`config.mk`:
```
export PLATFORM = sky130hd
export DESIGN_NAME = hsv_pixel_pair_to_led_bit_pulses_top
export DESIGN_NICKNAME = d
export VERILOG_FILES = /design/src/rtl/core/hsvp_pkg.sv /design/src/rtl/core/hsv_pixel_pair_to_led_bit_pulses_top.sv /design/src/rtl/core/hsvp_convert.sv /design/src/rtl/core/hsvp_front.sv /design/src/rtl/core/hsvp_fifo.sv /design/src/rtl/core/hsvp_back.sv
export SDC_FILE = /design/constraint.sdc
export NUM_CORES = 2
export LEC_CHECK = 0
export ABC_CLOCK_PERIOD_IN_PS = 7900
export BUFFER_PORTS_ARGS = -buffer_cell sky130_fd_sc_hd__buf_4
export CAP_MARGIN = 5
export CORE_UTILIZATION = 60
export CTS_CLUSTER_DIAMETER = 60
export DETAILED_ROUTE_END_ITERATION = 6
export GPL_TIMING_DRIVEN = 0
export PLACE_DENSITY = 0.82
export SYNTH_ARGS = -nofsm -noshare
export SYNTH_HDL_FRONTEND = slang
export SYNTH_SLANG_ARGS = --single-unit
```
`constraint.sdc`:
```
create_clock -name clk -period 7.9 [get_ports clk]
set_clock_uncertainty 0.1 [all_clocks]
set_input_delay 1.58 -clock clk [delete_from_list [all_inputs] [get_ports clk]]
set_output_delay 1.58 -clock clk [all_outputs]
set_load 0.1 [all_outputs]
```
`src/rtl/core/hsvp_pkg.sv`:
```
// shared types and constants for the hsv pixel pair to led pulse encoder
// no dependencies
package hsvp_pkg;

  // conversion constants
  localparam int unsigned SECTOR_DEG  = 60;
  localparam int unsigned FULL_SCALE  = 255;
  localparam int unsigned HUE_MAX     = 360;
  localparam int unsigned SPAN        = FULL_SCALE * SECTOR_DEG;     // 15300
  localparam int unsigned RECIP_SHIFT = 36;
  // floor(2^36 / 15300), quotient estimate is low by at most one
  localparam longint unsigned RECIP   = (64'd1 << RECIP_SHIFT) / SPAN;

  // input register plus the four conversion stages
  localparam int unsigned PIPE_LAT    = 5;

  // pulse sequencing
  localparam int unsigned PULSES      = 48;
  localparam int unsigned PCNT_W      = $clog2(PULSES);

  // queue between conversion and serializer
  localparam int unsigned QDEPTH      = 8;
  localparam int unsigned QPTR_W      = $clog2(QDEPTH);
  localparam int unsigned QCNT_W      = $clog2(QDEPTH + 1);

  // register indexes
  localparam logic REG_ONE_BIT  = 1'b0;
  localparam logic REG_ZERO_BIT = 1'b1;

  typedef struct packed {
    logic [8:0] left_hue;
    logic [7:0] left_sat;
    logic [7:0] left_val;
    logic [8:0] right_hue;
    logic [7:0] right_sat;
    logic [7:0] right_val;
    logic       final_pair;
  } pair_in_t;

  typedef struct packed {
    logic [15:0] pulse_width;
    logic        pair_done;
    logic        frame_done;
  } pulse_out_t;

  // one color, stored in emission order green, red, blue
  typedef struct packed {
    logic [7:0] g;
    logic [7:0] r;
    logic [7:0] b;
  } grb_t;

  // converted pair waiting for serialization
  typedef struct packed {
    grb_t left;
    grb_t right;
    logic final_pair;
  } pair_grb_t;

endpackage

```
`src/rtl/core/hsv_pixel_pair_to_led_bit_pulses_top.sv`:
```
// top level: converts hsv pixel pairs into led bit pulse compare words
// depends on hsvp_pkg, hsvp_front, hsvp_fifo, hsvp_back
//
// usage:
//   in channel (in_valid/in_ready/in_data) takes one request per pixel
//   pair: hue, saturation and value for the left and right string plus a
//   final_pair mark. out channel (out_valid/out_ready/out_data) gives 48
//   compare words per pair: green, red, blue, msb first, left word then
//   right word for each bit. pair_done marks the 48th word, frame_done
//   marks it too when the pair was the last of a frame.
//   cfg port (cfg_we/cfg_index/cfg_data) sets the one and zero bit compare
//   values; write it only while the block is idle.
// timing:
//   a request passes the input register, conversion pipe and queue before
//   its first word is registered; the serializer emits one word per cycle
//   while the receiver is ready. the front converts a pair every cycle and
//   runs ahead up to 8 pairs into the queue; a request is taken while a slot is free.
// reset: synchronous, clears the queue, the word counter and both
//   compare registers. a receiver stall holds the output word and
//   backs up the queue; the front stops taking requests once it fills.
module hsv_pixel_pair_to_led_bit_pulses_top
  import hsvp_pkg::*;
(
  input  logic        clk,
  input  logic        rst,
  input  logic        in_valid,
  output logic        in_ready,
  input  pair_in_t    in_data,
  output logic        out_valid,
  input  logic        out_ready,
  output pulse_out_t  out_data,
  input  logic        cfg_we,
  input  logic        cfg_index,
  input  logic [15:0] cfg_data
);

  logic [15:0] one_bit_pulse;
  logic [15:0] zero_bit_pulse;
  logic        push;
  logic        pop;
  logic        empty;
  pair_grb_t   push_data;
  pair_grb_t   head;

  // configuration registers
  always_ff @(posedge clk) begin
    if (rst) begin
      one_bit_pulse  <= '0;
      zero_bit_pulse <= '0;
    end else if (cfg_we) begin
      unique case (cfg_index)
        REG_ONE_BIT:  one_bit_pulse  <= cfg_data;
        REG_ZERO_BIT: zero_bit_pulse <= cfg_data;
        default:      one_bit_pulse  <= one_bit_pulse;
      endcase
    end
  end

  hsvp_front u_front (
    .clk       (clk),
    .rst       (rst),
    .in_valid  (in_valid),
    .in_ready  (in_ready),
    .in_data   (in_data),
    .pop       (pop),
    .push      (push),
    .push_data (push_data)
  );

  hsvp_fifo u_fifo (
    .clk       (clk),
    .rst       (rst),
    .push      (push),
    .push_data (push_data),
    .pop       (pop),
    .empty     (empty),
    .head      (head)
  );

  hsvp_back u_back (
    .clk            (clk),
    .rst            (rst),
    .empty          (empty),
    .head           (head),
    .pop            (pop),
    .one_bit_pulse  (one_bit_pulse),
    .zero_bit_pulse (zero_bit_pulse),
    .out_valid      (out_valid),
    .out_ready      (out_ready),
    .out_data       (out_data)
  );

endmodule

```
`src/rtl/core/hsvp_convert.sv`:
```
// four stage hsv to rgb conversion for one pixel, free running
// depends on hsvp_pkg
module hsvp_convert
  import hsvp_pkg::*;
(
  input  logic       clk,
  input  logic [8:0] hue,
  input  logic [7:0] sat,
  input  logic [7:0] val,
  output grb_t       color
);

  // sector and remainder from the clamped hue
  logic [8:0]  hue_clamp;
  logic [2:0]  sec_c;
  logic [8:0]  base_c;
  logic [5:0]  rem_c;

  always_comb begin
    hue_clamp = (hue > 9'(HUE_MAX)) ? 9'(HUE_MAX) : hue;
    if (hue_clamp >= 9'(5 * SECTOR_DEG)) begin
      sec_c = 3'd5;
    end else if (hue_clamp >= 9'(4 * SECTOR_DEG)) begin
      sec_c = 3'd4;
    end else if (hue_clamp >= 9'(3 * SECTOR_DEG)) begin
      sec_c = 3'd3;
    end else if (hue_clamp >= 9'(2 * SECTOR_DEG)) begin
      sec_c = 3'd2;
    end else if (hue_clamp >= 9'(SECTOR_DEG)) begin
      sec_c = 3'd1;
    end else begin
      sec_c = 3'd0;
    end
    base_c = 9'(sec_c) * 9'(SECTOR_DEG);
    rem_c  = 6'(hue_clamp - base_c);
  end

  // stage 1: saturation products
  logic [2:0]  sec1;
  logic        grey1;
  logic [7:0]  val1;
  logic [13:0] sq1;
  logic [13:0] st1;
  logic [15:0] pp1;

  always_ff @(posedge clk) begin
    sec1  <= sec_c;
    grey1 <= (sat == 8'd0);
    val1  <= val;
    sq1   <= 14'(sat) * 14'(rem_c);
    st1   <= 14'(sat) * 14'(6'(SECTOR_DEG) - rem_c);
    pp1   <= 16'(val) * 16'(8'(FULL_SCALE) - sat);
  end

  // stage 2: value products, p divided by 255
  logic [2:0]  sec2;
  logic        grey2;
  logic [7:0]  val2;
  logic [21:0] xq2;
  logic [21:0] xt2;
  logic [7:0]  p2;
  logic [16:0] pdiv;

  assign pdiv = 17'(pp1) + 17'(pp1[15:8]) + 17'd1;

  always_ff @(posedge clk) begin
    sec2  <= sec1;
    grey2 <= grey1;
    val2  <= val1;
    xq2   <= 22'(val1) * 22'(14'(SPAN) - sq1);
    xt2   <= 22'(val1) * 22'(14'(SPAN) - st1);
    p2    <= pdiv[15:8];
  end

  // stage 3: reciprocal multiply for the divide by 15300
  logic [2:0]  sec3;
  logic        grey3;
  logic [7:0]  val3;
  logic [7:0]  p3;
  logic [21:0] xq3;
  logic [21:0] xt3;
  logic [8:0]  qe3;
  logic [8:0]  te3;
  logic [44:0] qprod;
  logic [44:0] tprod;

  assign qprod = 45'(xq2) * 45'(RECIP);
  assign tprod = 45'(xt2) * 45'(RECIP);

  always_ff @(posedge clk) begin
    sec3  <= sec2;
    grey3 <= grey2;
    val3  <= val2;
    p3    <= p2;
    xq3   <= xq2;
    xt3   <= xt2;
    qe3   <= qprod[44:RECIP_SHIFT];
    te3   <= tprod[44:RECIP_SHIFT];
  end

  // stage 4: quotient correction and sector select
  logic [21:0] qrem;
  logic [21:0] trem;
  logic [7:0]  q_fix;
  logic [7:0]  t_fix;
  grb_t        color_c;

  always_comb begin
    qrem  = xq3 - 22'(qe3) * 22'(SPAN);
    trem  = xt3 - 22'(te3) * 22'(SPAN);
    q_fix = 8'(qe3 + ((qrem >= 22'(SPAN)) ? 9'd1 : 9'd0));
    t_fix = 8'(te3 + ((trem >= 22'(SPAN)) ? 9'd1 : 9'd0));
    case (sec3)
      3'd0:    color_c = '{g: t_fix, r: val3,  b: p3};
      3'd1:    color_c = '{g: val3,  r: q_fix, b: p3};
      3'd2:    color_c = '{g: val3,  r: p3,    b: t_fix};
      3'd3:    color_c = '{g: q_fix, r: p3,    b: val3};
      3'd4:    color_c = '{g: p3,    r: t_fix, b: val3};
      default: color_c = '{g: p3,    r: val3,  b: q_fix};
    endcase
    if (grey3) begin
      color_c = '{g: val3, r: val3, b: val3};
    end
  end

  always_ff @(posedge clk) begin
    color <= color_c;
  end

endmodule

```
`src/rtl/core/hsvp_front.sv`:
```
// front end: accepts pixel pairs, converts both pixels, pushes into the queue
// depends on hsvp_pkg and hsvp_convert
module hsvp_front
  import hsvp_pkg::*;
(
  input  logic      clk,
  input  logic      rst,
  input  logic      in_valid,
  output logic      in_ready,
  input  pair_in_t  in_data,
  input  logic      pop,
  output logic      push,
  output pair_grb_t push_data
);

  pair_in_t            req;
  logic [PIPE_LAT-1:0] vld;
  logic [PIPE_LAT-1:0] fin;
  logic [QCNT_W-1:0]   reserved;
  logic                accept;
  grb_t                left_color;
  grb_t                right_color;

  // a queue slot is reserved for every request in flight
  assign in_ready = (reserved < QCNT_W'(QDEPTH));
  assign accept   = in_valid && in_ready;

  always_ff @(posedge clk) begin
    if (rst) begin
      reserved <= '0;
    end else begin
      reserved <= reserved + QCNT_W'(accept) - QCNT_W'(pop);
    end
  end

  // input register and valid tracking through the conversion pipe
  always_ff @(posedge clk) begin
    if (accept) begin
      req <= in_data;
    end
  end

  always_ff @(posedge clk) begin
    if (rst) begin
      vld <= '0;
    end else begin
      vld <= {vld[PIPE_LAT-2:0], accept};
    end
  end

  always_ff @(posedge clk) begin
    fin <= {fin[PIPE_LAT-2:0], in_data.final_pair};
  end

  hsvp_convert u_left (
    .clk   (clk),
    .hue   (req.left_hue),
    .sat   (req.left_sat),
    .val   (req.left_val),
    .color (left_color)
  );

  hsvp_convert u_right (
    .clk   (clk),
    .hue   (req.right_hue),
    .sat   (req.right_sat),
    .val   (req.right_val),
    .color (right_color)
  );

  assign push      = vld[PIPE_LAT-1];
  assign push_data = '{left: left_color, right: right_color, final_pair: fin[PIPE_LAT-1]};

  // reservation never exceeds the queue
  a_reserved_bound: assert property (@(posedge clk) disable iff (rst)
    reserved <= QCNT_W'(QDEPTH))
    else $error("reservation count above queue depth");

  // every push was reserved
  a_push_reserved: assert property (@(posedge clk) disable iff (rst)
    push |-> reserved != '0)
    else $error("push without reservation");

endmodule

```
`src/rtl/core/hsvp_fifo.sv`:
```
// queue of converted pixel pairs between front and back
// depends on hsvp_pkg
module hsvp_fifo
  import hsvp_pkg::*;
(
  input  logic      clk,
  input  logic      rst,
  input  logic      push,
  input  pair_grb_t push_data,
  input  logic      pop,
  output logic      empty,
  output pair_grb_t head
);

  pair_grb_t         mem [QDEPTH];
  logic [QPTR_W-1:0] wr_ptr;
  logic [QPTR_W-1:0] rd_ptr;
  logic [QCNT_W-1:0] count;

  assign empty = (count == '0);
  assign head  = mem[rd_ptr];

  // storage
  always_ff @(posedge clk) begin
    if (push) begin
      mem[wr_ptr] <= push_data;
    end
  end

  // pointers and fill count
  always_ff @(posedge clk) begin
    if (rst) begin
      wr_ptr <= '0;
      rd_ptr <= '0;
      count  <= '0;
    end else begin
      if (push) begin
        wr_ptr <= wr_ptr + QPTR_W'(1);
      end
      if (pop) begin
        rd_ptr <= rd_ptr + QPTR_W'(1);
      end
      count <= count + QCNT_W'(push) - QCNT_W'(pop);
    end
  end

  a_no_overflow: assert property (@(posedge clk) disable iff (rst)
    push |-> (count < QCNT_W'(QDEPTH)) || pop)
    else $error("queue overflow");

  a_no_underflow: assert property (@(posedge clk) disable iff (rst)
    pop |-> !empty)
    else $error("queue underflow");

endmodule

```
`src/rtl/core/hsvp_back.sv`:
```
// back end: serializes each converted pair into 48 pulse words
// depends on hsvp_pkg
module hsvp_back
  import hsvp_pkg::*;
(
  input  logic        clk,
  input  logic        rst,
  input  logic        empty,
  input  pair_grb_t   head,
  output logic        pop,
  input  logic [15:0] one_bit_pulse,
  input  logic [15:0] zero_bit_pulse,
  output logic        out_valid,
  input  logic        out_ready,
  output pulse_out_t  out_data
);

  logic [PCNT_W-1:0] cnt;
  logic              load;
  logic              last;
  logic              side;
  logic [4:0]        bitpos;
  logic [23:0]       stream;
  logic              bit_val;

  // word order: color-major, msb first, left before right
  assign load    = !out_valid || out_ready;
  assign last    = (cnt == PCNT_W'(PULSES - 1));
  assign side    = cnt[0];
  assign bitpos  = cnt[PCNT_W-1:1];
  assign stream  = side ? head.right : head.left;
  assign bit_val = stream[5'd23 - bitpos];
  assign pop     = load && !empty && last;

  always_ff @(posedge clk) begin
    if (rst) begin
      out_valid <= 1'b0;
      cnt       <= '0;
    end else if (load) begin
      out_valid <= !empty;
      if (!empty) begin
        cnt <= last ? '0 : cnt + PCNT_W'(1);
      end
    end
  end

  always_ff @(posedge clk) begin
    if (load && !empty) begin
      out_data.pulse_width <= bit_val ? one_bit_pulse : zero_bit_pulse;
      out_data.pair_done   <= last;
      out_data.frame_done  <= last && head.final_pair;
    end
  end

  // a pair in progress stays at the queue head
  a_active_head: assert property (@(posedge clk) disable iff (rst)
    cnt != '0 |-> !empty)
    else $error("serializer mid-pair with empty queue");

  a_cnt_range: assert property (@(posedge clk) disable iff (rst)
    cnt < PCNT_W'(PULSES))
    else $error("word counter out of range");

endmodule

```
==> results.json <==
{
  "status": "finished with violations",
  "violations": "design-rule violations",
  "slowest_delay_ns": 0.64,
  "area_growth_syn_to_layout_pct": 8.65,
  "avgRoutedWirePerCell_um": 19.2,
  "synth_area_leader_cell": "fa_1",
  "fmax_mhz": 129,
  "ys_types": 85,
  "drive_gt1_frac": 0.0663,
  "synth-async-reset-ratio": 0,
  "vias": 66000,
  "dpl.hpwl_um": 173000,
  "cts-root-buf": "clkbuf_16",
  "fp.coreArea_um2": 159000,
  "dieArea_um2": 162000,
  "fin_crit_sh": 0.979,
  "grt_first_pass_wirelength_um": 363000,
  "htree_levels": 3,
  "stdcell_area_um2": 104000,
  "final-hold-violation-count": 0,
  "syn_inst": 9137,
  "final_cell_mix": "inv_1 (2034), ha_1 (1534), fa_1 (1121), nand2_1 (492), dfxtp_1 (477)",
  "cts_tree": "done",
  "drt.antenna.violating_nets": 0,
  "place.gp.congestion": 0.924,
  "avgSynthCellArea_um2": 10.5,
  "hold_slack_ns": 0.208,
  "cp-start-kind": "flip-flop",
  "slew_viol_final": 0,
  "routed_wl_um": 222000,
  "initial_core_util": 0.605,
  "clk_path_buf_depth": 3,
  "post-route-drc-count": 1,
  "drt_iter0_markers": 4623,
  "cp_data_arrival_time_ns": 8.23,
  "placed_area_um2": 99800,
  "nNetsFinal": 12100,
  "portBuffers": 91,
  "setup_viol_count_final": 0,
  "syn_nets": 11900,
  "dieHeight_um": 402,
  "path_clk_slew_ns": 0.06,
  "worstPathRequired_ns": 8.39,
  "die_w_um": 402,
  "grt_max_degree": 27,
  "drtPass1Iterations": 7,
  "worstPathMaxFanout": 10,
  "min_period_ns": 7.74,
  "slew_headroom": 0.161,
  "antenna_found_initial": 13,
  "cap_violations": 0,
  "yosysWarnings": 0,
  "tightest_slew_ns": 1.26,
  "grt_pass1_vias": 70800,
  "hold_path_class": "flip-flop to flip-flop",
  "cts_sinks": 966,
  "vias_per_cell": 5.71,
  "yosys_most_used_dff": "dfxtp_1",
  "ys_seq_area_frac": 0.249,
  "io_pins": 93,
  "ys_seq_elements": 966,
  "synth.cell_area_um2": 96000,
  "fp-row-count": 146,
  "path_class": "flip-flop to flip-flop",
  "cts_buffers": 111,
  "critPathSlowestCell": "fa_2",
  "overflow": 0,
  "final_common_cell": "inv_1",
  "endpoint_kind": "flip-flop",
  "setup_tns_ns": 0,
  "synth_largest_type_area_fraction": 0.235,
  "synth.area.top_cells": "fa_1 (23%), ha_1 (20%), edfxtp_1 (14%)",
  "clock_latency_ns": 0.78,
  "synth_edf_count": 460,
  "grt_usage": 0.280
}
metal layers:
metal	vias to the layer above	wire length, um	track usage
li1	30200	-	-
met2	2363	110000	0.483
met5	-	40	0
met3	534	15200	0.0432
met1	32900	89800	0.360
met4	6	7030	0.0912
cell families (layout without fill, tap and decap cells):
| group | count (synthesis) | after routing | share of synthesized area |
|---|---|---|---|
| simple gates | 1763 | 1763 | 0.0934 |
| mux | 176 | 176 | 0.0346 |
| compound gates | 965 | 965 | 0.0642 |
| xor+xnor | 374 | 374 | 0.0342 |
| other cells | 0 | 5 | 0 |
| buf+inv | 2220 | 2565 | 0.0878 |
| fa+ha+maj | 2673 | 2673 | 0.436 |
| flops | 966 | 966 | 0.249 |
stage by stage:
step / setup slack (ns) / instances / utilization
after floorplan: 0.0398 / 9137 / -
after global placement: -0.692 / 11300 / 0.626
after detailed placement: -0.866 / 11300 / 0.629
after CTS: 0.00762 / 11500 / 0.655
after global routing: -0.166 / 11600 / 0.658
final: 0.162 / 11600 / 0.658
cells in the mapped netlist (11+ instances only):
library cell / instances
and2_1: 344
o21a_1: 34
or3_1: 20
nand2_1: 492
o22ai_1: 28
nand2b_1: 123
a21o_1: 67
fa_1: 1126
a211oi_1: 34
dfxtp_1: 506
a21boi_0: 23
xor2_1: 123
o211ai_1: 27
inv_1: 2034
nor2b_1: 174
o2111ai_1: 24
a21oi_1: 284
edfxtp_1: 460
clkbuf_1: 155
nor3_1: 82
mux2i_1: 34
ha_1: 1546
a31oi_1: 23
xnor2_1: 250
mux4_2: 123
o31ai_1: 11
a22oi_1: 35
and3_1: 52
nand4_1: 35
a22o_1: 12
nand3_1: 80
o21ai_0: 217
a221oi_1: 20
nor2_1: 283
or2_2: 26
o21bai_1: 29
layout make-up:
cell class | count | area, um^2
Tap cell | 2072 | 2590
Clock inverter | 72 | 922
Timing Repair Buffer | 138 | 1250
Antenna cell | 5 | 12.5
Multi-Input combinational cell | 5951 | 64100
Sequential cell | 966 | 24000
Buffer | 181 | 781
Fill cell | 11400 | 54300
Inverter | 2036 | 7640
Clock buffer | 138 | 2980
timing repair:
item / CTS / global route
setup buffers: 4 / 19
pin swaps: 6 / 29
endpoints found under the setup margin: 34 / 48
resized for setup: 36 / 113
hold buffers: 0 / 0
critical path, delay by kind of cell, from the launching register on:
family	cells	cell delay [ns]
mux	1	0.14
simple gates	7	1.00
fa+ha+maj	7	2.89
compound gates	12	2.55
flops	1	0.39
buf+inv	1	0.05
xor+xnor	2	0.41
worst paths after layout:
kind | start | to | slack (ns) | cells after the start
worst min-delay path | u_front.u_left.val2[6]$_DFF_P_ | u_front.u_left.val3[6]$_DFF_P_ | 0.21 | 0
worst max register to register | u_front.u_left.te3[0]$_DFF_P_ | u_front.u_left.color[3]$_DFF_P_ | 0.16 | 30
worst min register to register | u_front.u_left.val2[6]$_DFF_P_ | u_front.u_left.val3[6]$_DFF_P_ | 0.21 | 0
worst max-delay path | u_front.u_left.te3[0]$_DFF_P_ | u_front.u_left.color[3]$_DFF_P_ | 0.16 | 30
sequential cells by signal, summed over array words and instances (netlist names), 14 cells and up, named ones only:
| signal | cells |
|---|---|
| u_fifo.mem | 392 |
| u_front.u_right.xq2 | 21 |
| u_front.u_right.color | 24 |
| u_front.u_right.st1 | 14 |
| u_front.u_left.st1 | 14 |
| u_front.u_right.xt2 | 22 |
| u_front.u_right.pp1 | 16 |
| u_front.u_right.xt3 | 20 |
| u_front.u_left.xq2 | 21 |
| one_bit_pulse | 16 |
| u_front.u_right.xq3 | 20 |
| zero_bit_pulse | 16 |
| u_front.u_left.xt2 | 22 |
| u_front.u_left.xt3 | 20 |
| u_back.out_data | 18 |
| u_front.req | 50 |
| u_front.u_left.xq3 | 20 |
| u_front.u_left.pp1 | 16 |
| u_front.u_left.color | 24 |
Power is not shown: default switching activity piles up to over one toggle a cycle in this logic, so the estimate is an artifact.
